[src/hdl/kabt_pkg.sv]
// ----------------------------------------------------------------------------
// kabt_pkg
// Shared types and constants for the key/action binding table.
// ----------------------------------------------------------------------------
package kabt_pkg;

    localparam int TABLE_DEPTH_DEF = 64;
    localparam int MAP_LIMIT_DEF   = 8;
    localparam int KEY_BITS        = 9;
    localparam int ACTION_BITS     = 8;
    localparam int QUEUE_DEPTH     = 2;

    typedef struct packed {
        logic [3:0]             operation;
        logic [KEY_BITS-1:0]    key_code;
        logic [ACTION_BITS-1:0] action_id;
        logic                   is_repeat;
    } t_in_item;

    typedef struct packed {
        logic [ACTION_BITS-1:0] mapped_action;
        logic                   pressed;
        logic [KEY_BITS-1:0]    found_key;
        logic                   status;
        logic                   last_result;
    } t_out_item;

    typedef enum logic [2:0] {
        OP_CLEAR    = 3'd0,
        OP_LOAD     = 3'd1,
        OP_ADD      = 3'd2,
        OP_REM_KEY  = 3'd3,
        OP_REM_ACT  = 3'd4,
        OP_GET_KEY  = 3'd5,
        OP_KEY_DOWN = 3'd6,
        OP_KEY_UP   = 3'd7
    } t_op;

    // raw operation code for key events and the first code that means nothing
    localparam logic [3:0] CODE_KEY_DOWN = 4'd6;
    localparam logic [3:0] CODE_KEY_UP   = 4'd7;
    localparam logic [3:0] CODE_OTHER    = 4'd8;

    typedef struct packed {
        t_op                    op;
        logic [KEY_BITS-1:0]    key;
        logic [ACTION_BITS-1:0] act;
    } t_cmd;

    typedef enum logic [2:0] {
        ST_IDLE,
        ST_SCAN,
        ST_MV_RD,
        ST_MV_WR,
        ST_EMIT,
        ST_FLUSH
    } t_state;

endpackage

[src/hdl/kabt_fifo.sv]
// ----------------------------------------------------------------------------
// kabt_fifo
// Small register queue with push/full and pop/empty sides.
// ----------------------------------------------------------------------------
module kabt_fifo #(
    parameter type T = logic
) (
    input  logic i_clk,
    input  logic i_rst_n,
    input  logic i_wr,
    input  T     i_data,
    output logic o_full,
    input  logic i_rd,
    output T     o_data,
    output logic o_empty
);
    import kabt_pkg::*;

    localparam int PW = $clog2(QUEUE_DEPTH);
    localparam int CW = $clog2(QUEUE_DEPTH + 1);

    T              r_mem [QUEUE_DEPTH];
    logic [PW-1:0] r_wp, r_rp;
    logic [CW-1:0] r_cnt;
    logic          w_wr, w_rd;

    assign o_full  = (r_cnt == CW'(QUEUE_DEPTH));
    assign o_empty = (r_cnt == '0);
    assign w_wr    = i_wr && !o_full;
    assign w_rd    = i_rd && !o_empty;
    assign o_data  = r_mem[r_rp];

    always_ff @(posedge i_clk) begin
        if (w_wr) begin
            r_mem[r_wp] <= i_data;
        end
    end

    always_ff @(posedge i_clk) begin
        if (!i_rst_n) begin
            r_wp  <= '0;
            r_rp  <= '0;
            r_cnt <= '0;
        end else begin
            if (w_wr) begin
                r_wp <= (r_wp == PW'(QUEUE_DEPTH - 1)) ? '0 : r_wp + PW'(1);
            end
            if (w_rd) begin
                r_rp <= (r_rp == PW'(QUEUE_DEPTH - 1)) ? '0 : r_rp + PW'(1);
            end
            if (w_wr && !w_rd) begin
                r_cnt <= r_cnt + CW'(1);
            end else if (w_rd && !w_wr) begin
                r_cnt <= r_cnt - CW'(1);
            end
        end
    end

endmodule

[src/hdl/kabt_front.sv]
// ----------------------------------------------------------------------------
// kabt_front
// Accepts input items, drops those that give no result, queues commands.
// ----------------------------------------------------------------------------
module kabt_front (
    input  logic              i_clk,
    input  logic              i_rst_n,
    input  logic              i_push,
    input  kabt_pkg::t_in_item i_item,
    output logic              o_full,
    input  logic              i_cmd_pop,
    output kabt_pkg::t_cmd    o_cmd,
    output logic              o_cmd_empty
);
    import kabt_pkg::*;

    logic w_keep, w_wr;
    t_cmd w_cmd;

    // repeated key events and unknown codes are taken but never reach the back end
    always_comb begin
        w_keep = (i_item.operation < CODE_OTHER);
        if ((i_item.operation == CODE_KEY_DOWN || i_item.operation == CODE_KEY_UP)
            && i_item.is_repeat) begin
            w_keep = 1'b0;
        end
        w_cmd.op  = t_op'(i_item.operation[2:0]);
        w_cmd.key = i_item.key_code;
        w_cmd.act = i_item.action_id;
    end

    assign w_wr = i_push && w_keep;

    kabt_fifo #(.T(t_cmd)) u_cmd_q (
        .i_clk   (i_clk),
        .i_rst_n (i_rst_n),
        .i_wr    (w_wr),
        .i_data  (w_cmd),
        .o_full  (o_full),
        .i_rd    (i_cmd_pop),
        .o_data  (o_cmd),
        .o_empty (o_cmd_empty)
    );

endmodule

[src/hdl/kabt_exec.sv]
// ----------------------------------------------------------------------------
// kabt_exec
// Table storage and the scan sequencer that carries out each command.
// ----------------------------------------------------------------------------
module kabt_exec #(
    parameter int TABLE_DEPTH = kabt_pkg::TABLE_DEPTH_DEF,
    parameter int MAP_LIMIT   = kabt_pkg::MAP_LIMIT_DEF
) (
    input  logic                i_clk,
    input  logic                i_rst_n,
    input  kabt_pkg::t_cmd      i_cmd,
    input  logic                i_cmd_empty,
    output logic                o_cmd_pop,
    output kabt_pkg::t_out_item o_res,
    output logic                o_res_push,
    input  logic                i_res_full
);
    import kabt_pkg::*;

    localparam int CW = $clog2(TABLE_DEPTH + 1);
    localparam int IW = $clog2(TABLE_DEPTH);
    localparam int NW = $clog2(MAP_LIMIT + 1);

    logic [KEY_BITS-1:0]    r_key_mem [TABLE_DEPTH];
    logic [ACTION_BITS-1:0] r_act_mem [TABLE_DEPTH];
    logic [KEY_BITS-1:0]    r_rd_key;
    logic [ACTION_BITS-1:0] r_rd_act;

    t_state                 r_state, n_state;
    t_cmd                   r_cmd, n_cmd;
    logic [CW-1:0]          r_cnt, n_cnt;
    logic [CW-1:0]          r_idx, n_idx;
    logic                   r_cv, n_cv;
    logic [IW-1:0]          r_ci, n_ci;
    logic [IW-1:0]          r_tgt, n_tgt;
    logic                   r_pend, n_pend;
    logic [ACTION_BITS-1:0] r_pact, n_pact;
    logic [NW-1:0]          r_n, n_n;
    logic [KEY_BITS-1:0]    r_fk, n_fk;
    logic                   r_st, n_st;

    logic                   w_rd_en, w_key_we, w_act_we;
    logic [IW-1:0]          w_rd_addr, w_wr_addr;
    logic [KEY_BITS-1:0]    w_wr_key;
    logic [ACTION_BITS-1:0] w_wr_act;
    logic [CW-1:0]          w_dec, w_last;
    logic                   w_fwd, w_issue, w_hit, w_keyev, w_stall, w_lim, w_pressed;

    assign w_dec     = r_idx - CW'(1);
    assign w_last    = r_cnt - CW'(1);
    assign w_fwd     = (r_cmd.op != OP_REM_ACT);
    assign w_issue   = w_fwd ? (r_idx < r_cnt) : (r_idx != '0);
    assign w_keyev   = (r_cmd.op == OP_KEY_DOWN) || (r_cmd.op == OP_KEY_UP);
    assign w_hit     = r_cv && ((r_cmd.op == OP_GET_KEY || r_cmd.op == OP_REM_ACT)
                                ? (r_rd_act == r_cmd.act) : (r_rd_key == r_cmd.key));
    assign w_stall   = (r_state == ST_SCAN) && w_hit && w_keyev && r_pend && i_res_full;
    assign w_lim     = ((r_n + NW'(1)) == NW'(MAP_LIMIT));
    assign w_pressed = (r_cmd.op == OP_KEY_DOWN);

    // next state
    always_comb begin
        n_state = r_state;
        case (r_state)
            ST_IDLE: begin
                if (!i_cmd_empty) begin
                    if (i_cmd.op inside {OP_CLEAR, OP_LOAD}) begin
                        n_state = ST_EMIT;
                    end else begin
                        n_state = ST_SCAN;
                    end
                end
            end
            ST_SCAN: begin
                if (!w_stall) begin
                    if (w_hit) begin
                        if (r_cmd.op inside {OP_ADD, OP_GET_KEY}) begin
                            n_state = ST_EMIT;
                        end else if (r_cmd.op inside {OP_REM_KEY, OP_REM_ACT}) begin
                            n_state = ST_MV_RD;
                        end else if (w_lim) begin
                            n_state = ST_FLUSH;
                        end
                    end else if (!w_issue && !r_cv) begin
                        if (w_keyev) begin
                            n_state = r_pend ? ST_FLUSH : ST_IDLE;
                        end else begin
                            n_state = ST_EMIT;
                        end
                    end
                end
            end
            ST_MV_RD: n_state = ST_MV_WR;
            ST_MV_WR: n_state = (r_cmd.op == OP_REM_ACT) ? ST_SCAN : ST_EMIT;
            ST_EMIT, ST_FLUSH: begin
                if (!i_res_full) begin
                    n_state = ST_IDLE;
                end
            end
            default: n_state = ST_IDLE;
        endcase
    end

    // datapath and strobes
    always_comb begin
        n_cmd      = r_cmd;
        n_cnt      = r_cnt;
        n_idx      = r_idx;
        n_cv       = r_cv;
        n_ci       = r_ci;
        n_tgt      = r_tgt;
        n_pend     = r_pend;
        n_pact     = r_pact;
        n_n        = r_n;
        n_fk       = r_fk;
        n_st       = r_st;
        o_cmd_pop  = 1'b0;
        o_res_push = 1'b0;
        o_res      = '0;
        w_rd_en    = 1'b0;
        w_rd_addr  = r_idx[IW-1:0];
        w_key_we   = 1'b0;
        w_act_we   = 1'b0;
        w_wr_addr  = r_cnt[IW-1:0];
        w_wr_key   = i_cmd.key;
        w_wr_act   = i_cmd.act;
        case (r_state)
            ST_IDLE: begin
                if (!i_cmd_empty) begin
                    o_cmd_pop = 1'b1;
                    n_cmd     = i_cmd;
                    n_st      = 1'b0;
                    n_fk      = '0;
                    n_pend    = 1'b0;
                    n_n       = '0;
                    n_cv      = 1'b0;
                    n_idx     = (i_cmd.op == OP_REM_ACT) ? r_cnt : '0;
                    if (i_cmd.op == OP_CLEAR) begin
                        n_cnt = '0;
                    end else if (i_cmd.op == OP_LOAD) begin
                        if (r_cnt == CW'(TABLE_DEPTH)) begin
                            n_st = 1'b1;
                        end else begin
                            w_key_we = 1'b1;
                            w_act_we = 1'b1;
                            n_cnt    = r_cnt + CW'(1);
                        end
                    end
                end
            end
            ST_SCAN: begin
                if (!w_stall) begin
                    if (w_hit && !w_keyev) begin
                        n_tgt = r_ci;
                        if (r_cmd.op == OP_ADD) begin
                            w_act_we  = 1'b1;
                            w_wr_addr = r_ci;
                            w_wr_act  = r_cmd.act;
                        end else if (r_cmd.op == OP_GET_KEY) begin
                            n_fk = r_rd_key;
                        end
                    end else if (!w_hit && !w_issue && !r_cv) begin
                        // scan done without a match: add appends
                        if (r_cmd.op == OP_ADD) begin
                            w_wr_key = r_cmd.key;
                            w_wr_act = r_cmd.act;
                            if (r_cnt == CW'(TABLE_DEPTH)) begin
                                n_st = 1'b1;
                            end else begin
                                w_key_we = 1'b1;
                                w_act_we = 1'b1;
                                n_cnt    = r_cnt + CW'(1);
                            end
                        end
                    end else begin
                        if (w_hit) begin
                            // key event match: previous one is not the last
                            if (r_pend) begin
                                o_res_push          = 1'b1;
                                o_res.mapped_action = r_pact;
                                o_res.pressed       = w_pressed;
                            end
                            n_pend = 1'b1;
                            n_pact = r_rd_act;
                            n_n    = r_n + NW'(1);
                        end
                        n_cv = w_issue;
                        if (w_issue) begin
                            w_rd_en = 1'b1;
                            if (w_fwd) begin
                                w_rd_addr = r_idx[IW-1:0];
                                n_idx     = r_idx + CW'(1);
                            end else begin
                                w_rd_addr = w_dec[IW-1:0];
                                n_idx     = w_dec;
                            end
                            n_ci = w_rd_addr;
                        end
                    end
                end
            end
            ST_MV_RD: begin
                w_rd_en   = 1'b1;
                w_rd_addr = w_last[IW-1:0];
            end
            ST_MV_WR: begin
                w_key_we  = 1'b1;
                w_act_we  = 1'b1;
                w_wr_addr = r_tgt;
                w_wr_key  = r_rd_key;
                w_wr_act  = r_rd_act;
                n_cnt     = w_last;
                n_idx     = CW'(r_tgt);
                n_cv      = 1'b0;
            end
            ST_EMIT: begin
                o_res_push        = !i_res_full;
                o_res.found_key   = r_fk;
                o_res.status      = r_st;
                o_res.last_result = 1'b1;
            end
            ST_FLUSH: begin
                o_res_push          = !i_res_full;
                o_res.mapped_action = r_pact;
                o_res.pressed       = w_pressed;
                o_res.last_result   = 1'b1;
            end
            default: ;
        endcase
    end

    always_ff @(posedge i_clk) begin
        if (w_key_we) begin
            r_key_mem[w_wr_addr] <= w_wr_key;
        end
        if (w_act_we) begin
            r_act_mem[w_wr_addr] <= w_wr_act;
        end
        if (w_rd_en) begin
            r_rd_key <= r_key_mem[w_rd_addr];
            r_rd_act <= r_act_mem[w_rd_addr];
        end
    end

    always_ff @(posedge i_clk) begin
        r_cmd  <= n_cmd;
        r_idx  <= n_idx;
        r_ci   <= n_ci;
        r_tgt  <= n_tgt;
        r_pact <= n_pact;
        r_n    <= n_n;
        r_fk   <= n_fk;
        r_st   <= n_st;
        if (!i_rst_n) begin
            r_state <= ST_IDLE;
            r_cnt   <= '0;
            r_cv    <= 1'b0;
            r_pend  <= 1'b0;
        end else begin
            r_state <= n_state;
            r_cnt   <= n_cnt;
            r_cv    <= n_cv;
            r_pend  <= n_pend;
        end
    end

endmodule

[src/hdl/key_action_binding_table.sv]
// ----------------------------------------------------------------------------
// key_action_binding_table
// Ordered key/action table: load, add, remove, reverse lookup, key events.
//
// channel  direction  handshake          payload
// item     in         push / full        i_item  (kabt_pkg::t_in_item)
// result   out        pop / empty        o_result (kabt_pkg::t_out_item)
//
// Clear and load go straight to their result without a scan. Every other
// command scans the stored entries through one registered read port, one
// entry per cycle unless a result push is held by a full result queue; a
// remove moves the last entry into the freed slot. Results are queued, so a
// stalled pop only halts the scan once the result queue is full. Reset clears
// the count and the queues; stored entries are not cleared.
// ----------------------------------------------------------------------------
module key_action_binding_table #(
    parameter int TABLE_DEPTH = kabt_pkg::TABLE_DEPTH_DEF,
    parameter int MAP_LIMIT   = kabt_pkg::MAP_LIMIT_DEF
) (
    input  logic                i_clk,
    input  logic                i_rst_n,
    input  logic                push,
    input  kabt_pkg::t_in_item  i_item,
    output logic                full,
    input  logic                pop,
    output kabt_pkg::t_out_item o_result,
    output logic                empty
);
    import kabt_pkg::*;

    t_cmd      w_cmd;
    logic      w_cmd_empty, w_cmd_pop;
    t_out_item w_res;
    logic      w_res_push, w_res_full;

    kabt_front u_front (
        .i_clk       (i_clk),
        .i_rst_n     (i_rst_n),
        .i_push      (push && !full),
        .i_item      (i_item),
        .o_full      (full),
        .i_cmd_pop   (w_cmd_pop),
        .o_cmd       (w_cmd),
        .o_cmd_empty (w_cmd_empty)
    );

    kabt_exec #(
        .TABLE_DEPTH (TABLE_DEPTH),
        .MAP_LIMIT   (MAP_LIMIT)
    ) u_exec (
        .i_clk       (i_clk),
        .i_rst_n     (i_rst_n),
        .i_cmd       (w_cmd),
        .i_cmd_empty (w_cmd_empty),
        .o_cmd_pop   (w_cmd_pop),
        .o_res       (w_res),
        .o_res_push  (w_res_push),
        .i_res_full  (w_res_full)
    );

    kabt_fifo #(.T(t_out_item)) u_res_q (
        .i_clk   (i_clk),
        .i_rst_n (i_rst_n),
        .i_wr    (w_res_push),
        .i_data  (w_res),
        .o_full  (w_res_full),
        .i_rd    (pop),
        .o_data  (o_result),
        .o_empty (empty)
    );

`ifndef SYNTHESIS
    a_res_no_overrun: assert property (@(posedge i_clk) disable iff (!i_rst_n)
        !(w_res_push && w_res_full))
        else $error("result pushed into full queue");

    a_cmd_no_underrun: assert property (@(posedge i_clk) disable iff (!i_rst_n)
        !(w_cmd_pop && w_cmd_empty))
        else $error("command taken from empty queue");

    a_reset_empty: assert property (@(posedge i_clk)
        !i_rst_n |=> (empty && !full))
        else $error("queues not empty after reset");
`endif

endmodule
[config.mk]
export PLATFORM = sky130hd
export DESIGN_NAME = key_action_binding_table
export DESIGN_NICKNAME = d
export VERILOG_FILES = /design/src/hdl/kabt_pkg.sv /design/src/hdl/kabt_fifo.sv /design/src/hdl/kabt_front.sv /design/src/hdl/kabt_exec.sv /design/src/hdl/key_action_binding_table.sv
export SDC_FILE = /design/constraint.sdc
export NUM_CORES = 2
export LEC_CHECK = 0
export ABC_AREA = 1
export BUFFER_PORTS_ARGS = -buffer_cell sky130_fd_sc_hd__buf_4
export CAP_MARGIN = 10
export CORE_UTILIZATION = 65
export CTS_CLUSTER_DIAMETER = 80
export CTS_CLUSTER_SIZE = 16
export DETAILED_ROUTE_END_ITERATION = 16
export PLACE_DENSITY = 0.92
export SYNTH_ARGS = -nofsm -noshare
export SYNTH_HDL_FRONTEND = slang
export SYNTH_SLANG_ARGS = --single-unit
[constraint.sdc]
create_clock -name i_clk -period 8.5 [get_ports i_clk]
set_input_delay 1.7 -clock i_clk [delete_from_list [all_inputs] [get_ports i_clk]]
set_output_delay 1.7 -clock i_clk [all_outputs]
set_load 0.05 [all_outputs]
==> results.ini <==
[timing]
slew_viol_final = 0
max_freq_mhz = 166
setup_viol = 0
tightest_slew_ps = 1310
hold_violations = 0
max_slew_margin_pct = 11.7
post-route-min-period_ps = 6040
rsz0062_at_grt = no
setup-tns-final_ps = 0
period_share_pct = 71.1
skew_ps = 33.4

[cells_and_area]
antenna_cells = 0
fill_cells = 5119
fin_nets = 4775
final_util_pct = 70.1
layout-area-overhead-vs-synth_pct = 6.78
drive_above_1_share_pct = 8.13

[critical_path]
cp.buffers_inverters = 5
cp_max_fo = 87
crit_path_end_kind = flip-flop
crit_required_ps = 8970
r2r_start = u_exec.r_state[1]$_SDFFE_PN0P_
critical_path.startpoint = u_exec.r_state[1]$_SDFFE_PN0P_
reg2reg_slack_ps = 2460
crit_cells = 17
r2r_end = u_exec.r_rd_act[2]$_DFFE_PP_
cpPeakStageDelay_ps = 730
setup.worst_path.class = flip-flop to flip-flop
worstSetupStartpointType = flip-flop
critPathCapture = u_exec.r_rd_act[2]$_DFFE_PP_
cp_slowest_cell = inv_6
cpMostUsedCell = nand3_1
worstPathArrival_ps = 6510
cp_top_family = simple AND/OR/NAND/NOR gates
path_cells = nor2_1 > inv_2 > nor2_4 > inv_2 > nand2_2 > inv_1 > nand2_4 > nand2_8 > inv_6 > buf_4 > nand3_1 > nand3_1 > nand3_1 > nand3_1 > nand2_1 > nand2_1 > nand2_1
reg2reg_depth = 17

[power]
clock_power_share_pct = 16.5
swShare_pct = 46.5
pwr-share-comb_pct = 48.1
power.leakage_nw = 20.9
pwr-share-seq_pct = 35.4
ir_drop_uv = 393
p_sw_mw = 11.2
power.density_nw_per_um2 = 412
p_int_mw = 12.9

[detailed_routing]
viasPerCell = 6.87
drc = 0
routed_wl_um = 151000
drtPass1Iterations = 8
routedWlPerCell_um = 25.6
vias = 40500
drtAntennaViolNets = 0
drt-initial-drc-count = 8023

[cts]
ctsResizeCount = 0
cts.sinks = 1268
h-tree-depth = 3
cts_setup_buffers = 0
cts_made_buffers = 90
hold_buffers = 0
insertion_delay_ps = 710
clockBufferDepth = 3
root_buffer = clkbuf_16
cts_tree = done
clk_pin_slew_ps = 80

[logic_synthesis]
synth_cells = 4835
synth_async_sr_flop_share_pct = 0
avgSynthCellArea_um2 = 11.4
ys_top_cells_by_area = edfxtp_1, nand3_1, nand2_1
ys_warn_count = 0
synth_edf_count = 1246
ys_types = 56
yosys.area.top_type = edfxtp_1
syn-num-nets = 4875
ys_ff_latch = 1268
synth_top_area_share_pct = 68.1
ys_seq_area_share_pct = 68.9
syn_area_um2 = 55000
synth_flop_cell = edfxtp_1

[floorplan]
start_util_pct = 65.7
io_pins = 48
fp.dieH_um = 293
coreArea_um2 = 83700
placementRows = 106
fp.dieArea_um2 = 85700
die_w_um = 293

[outcome]
status = finished, final reports clean

[grt]
grt_remaining_overflow = 0
grt_pass1_vias = 38800
antenna_found_initial = 1
grt_max_degree = 173
grt_pass1_wl_um = 225000
grt_usage_pct = 34.9

[place]
gp_congestion = 0.942
io_buffers = 47
post-dp-hpwl_um = 85300

[job]
drv_cap = 0

[hold_path]
min_path_type = flip-flop to flip-flop

## sequential cells by signal, indices dropped and copies added (netlist names), 8 cells and up, named ones only
register               count
u_front.u_cmd_q.r_mem     40
u_res_q.r_mem             40
u_exec.r_key_mem         576
u_exec.r_rd_act            8
u_exec.r_rd_key            9
u_exec.r_fk                9
u_exec.r_act_mem         512
u_exec.r_pact              8
u_exec.r_cmd              20
## cell usage after synthesis, types with 8 or more instances
cell         n
a21oi_1     46
buf_1       24
buf_2      158
buf_4       27
buf_6        8
clkbuf_1   114
dfxtp_1     22
edfxtp_1  1246
ha_1        14
inv_1      252
inv_2       18
mux2_2      20
nand2_1    955
nand2_2      9
nand3_1   1435
nand3b_1    53
nand4_1      8
nor2_1     130
nor3_1      56
nor3_2      45
o211ai_1    19
o21ai_0     79
o221ai_1    16
xor2_1      10
## worst register-to-register path, cell delays in order, from the launching register on
cell and delay [ps]:
dfxtp_1 330, nor2_1 160, inv_2 80, nor2_4 570, inv_2 550, nand2_2 320
inv_1 150, nand2_4 690, nand2_8 590, inv_6 740, buf_4 730, nand3_1 150
nand3_1 110, nand3_1 220, nand3_1 240, nand2_1 80, nand2_1 70, nand2_1 50
## worst min path at each step
| stage | from | endpoint | slack [ps] | depth (start not counted) |
|---|---|---|---|---|
| after floorplan | u_front.u_cmd_q.r_rp$_SDFFE_PN0P_ | flip-flop | 430 | 1 |
| after global placement | u_exec.r_ci[3]$_DFFE_PP_ | u_exec.r_tgt[3]$_DFFE_PP_ | 430 | 0 |
| after detailed placement | u_exec.r_ci[4]$_DFFE_PP_ | u_exec.r_tgt[4]$_DFFE_PP_ | 430 | 0 |
| after CTS | u_exec.r_ci[3]$_DFFE_PP_ | u_exec.r_tgt[3]$_DFFE_PP_ | 450 | 0 |
| after global routing | u_exec.r_ci[3]$_DFFE_PP_ | u_exec.r_tgt[3]$_DFFE_PP_ | 460 | 0 |
| final | u_exec.r_ci[3]$_DFFE_PP_ | u_exec.r_tgt[3]$_DFFE_PP_ | 450 | 0 |
## power groups by stage
stage	registers (mW)	clock network (mW)	logic, mW
floorplan	8.66	0	7.37
global placement	8.67	0	10.5
detailed placement	8.68	0	10.9
CTS	8.54	3.95	11.1
global route	8.58	4.17	12.1
finish	8.57	3.98	11.6
## cell type report
class	instances	area, um2	area share, %
Timing Repair Buffer	139	1110	1.89
Clock buffer	108	2320	3.95
Multi-Input combinational cell	2962	14800	25.3
Sequential cell	1268	37900	64.5
Tap cell	1134	1420	2.42
Clock inverter	9	114	0.194
Inverter	274	1040	1.78
## kinds of logic after synthesis
kind of cell | synth area share (%)
mux | 0.428
compound gates | 2.16
flops | 68.9
fa+ha+maj | 0.319
xor+xnor | 0.255
buf+inv | 4.79
simple gates | 23.2
## per-layer routing
layer	GRT usage, %	up-vias	share of wire (%)
met3	9.48	832	15
met5	0	-	0
li1	-	17000	-
met1	43.2	18800	31
met4	22.9	0	7.5
met2	54.4	3839	46
## cells in the final DEF (no fill, tap or decap), types with 6 or more instances in the layout
| cell type | instances |
|---|---|
| buf_4 | 128 |
| nand3_1 | 1435 |
| a21oi_1 | 46 |
| inv_1 | 251 |
| xnor2_1 | 6 |
| clkbuf_16 | 90 |
| nand3b_1 | 53 |
| o221ai_4 | 14 |
| ha_1 | 14 |
| nor3_2 | 49 |
| edfxtp_1 | 1246 |
| xor2_1 | 10 |
| nand2_2 | 7 |
| inv_2 | 15 |
| nand2_1 | 952 |
| buf_12 | 6 |
| clkbuf_1 | 18 |
| o21ai_0 | 78 |
| nand4_1 | 8 |
| mux2_2 | 20 |
| nor2_1 | 128 |
| o211ai_1 | 19 |
| dfxtp_1 | 22 |
| nor2_2 | 7 |
| nor3_1 | 52 |
## through the flow
| step | setup slack (ps) | power (mW) | cell area, um2 | std cells | hold WS [ps] |
|---|---|---|---|---|---|
| floorplan | 4490 | 16.0 | 55000 | 4835 | 425 |
| global placement | 2870 | 19.2 | 56200 | 5768 | 432 |
| detailed placement | 2810 | 19.6 | 56200 | 5770 | 433 |
| CTS | 2820 | 23.6 | 58600 | 5887 | 449 |
| global route | 2270 | 24.9 | 58700 | 5894 | 464 |
| finish | 2460 | 24.2 | 58700 | 5894 | 450 |
No activity file was read; power rests on OpenSTA's default activity.
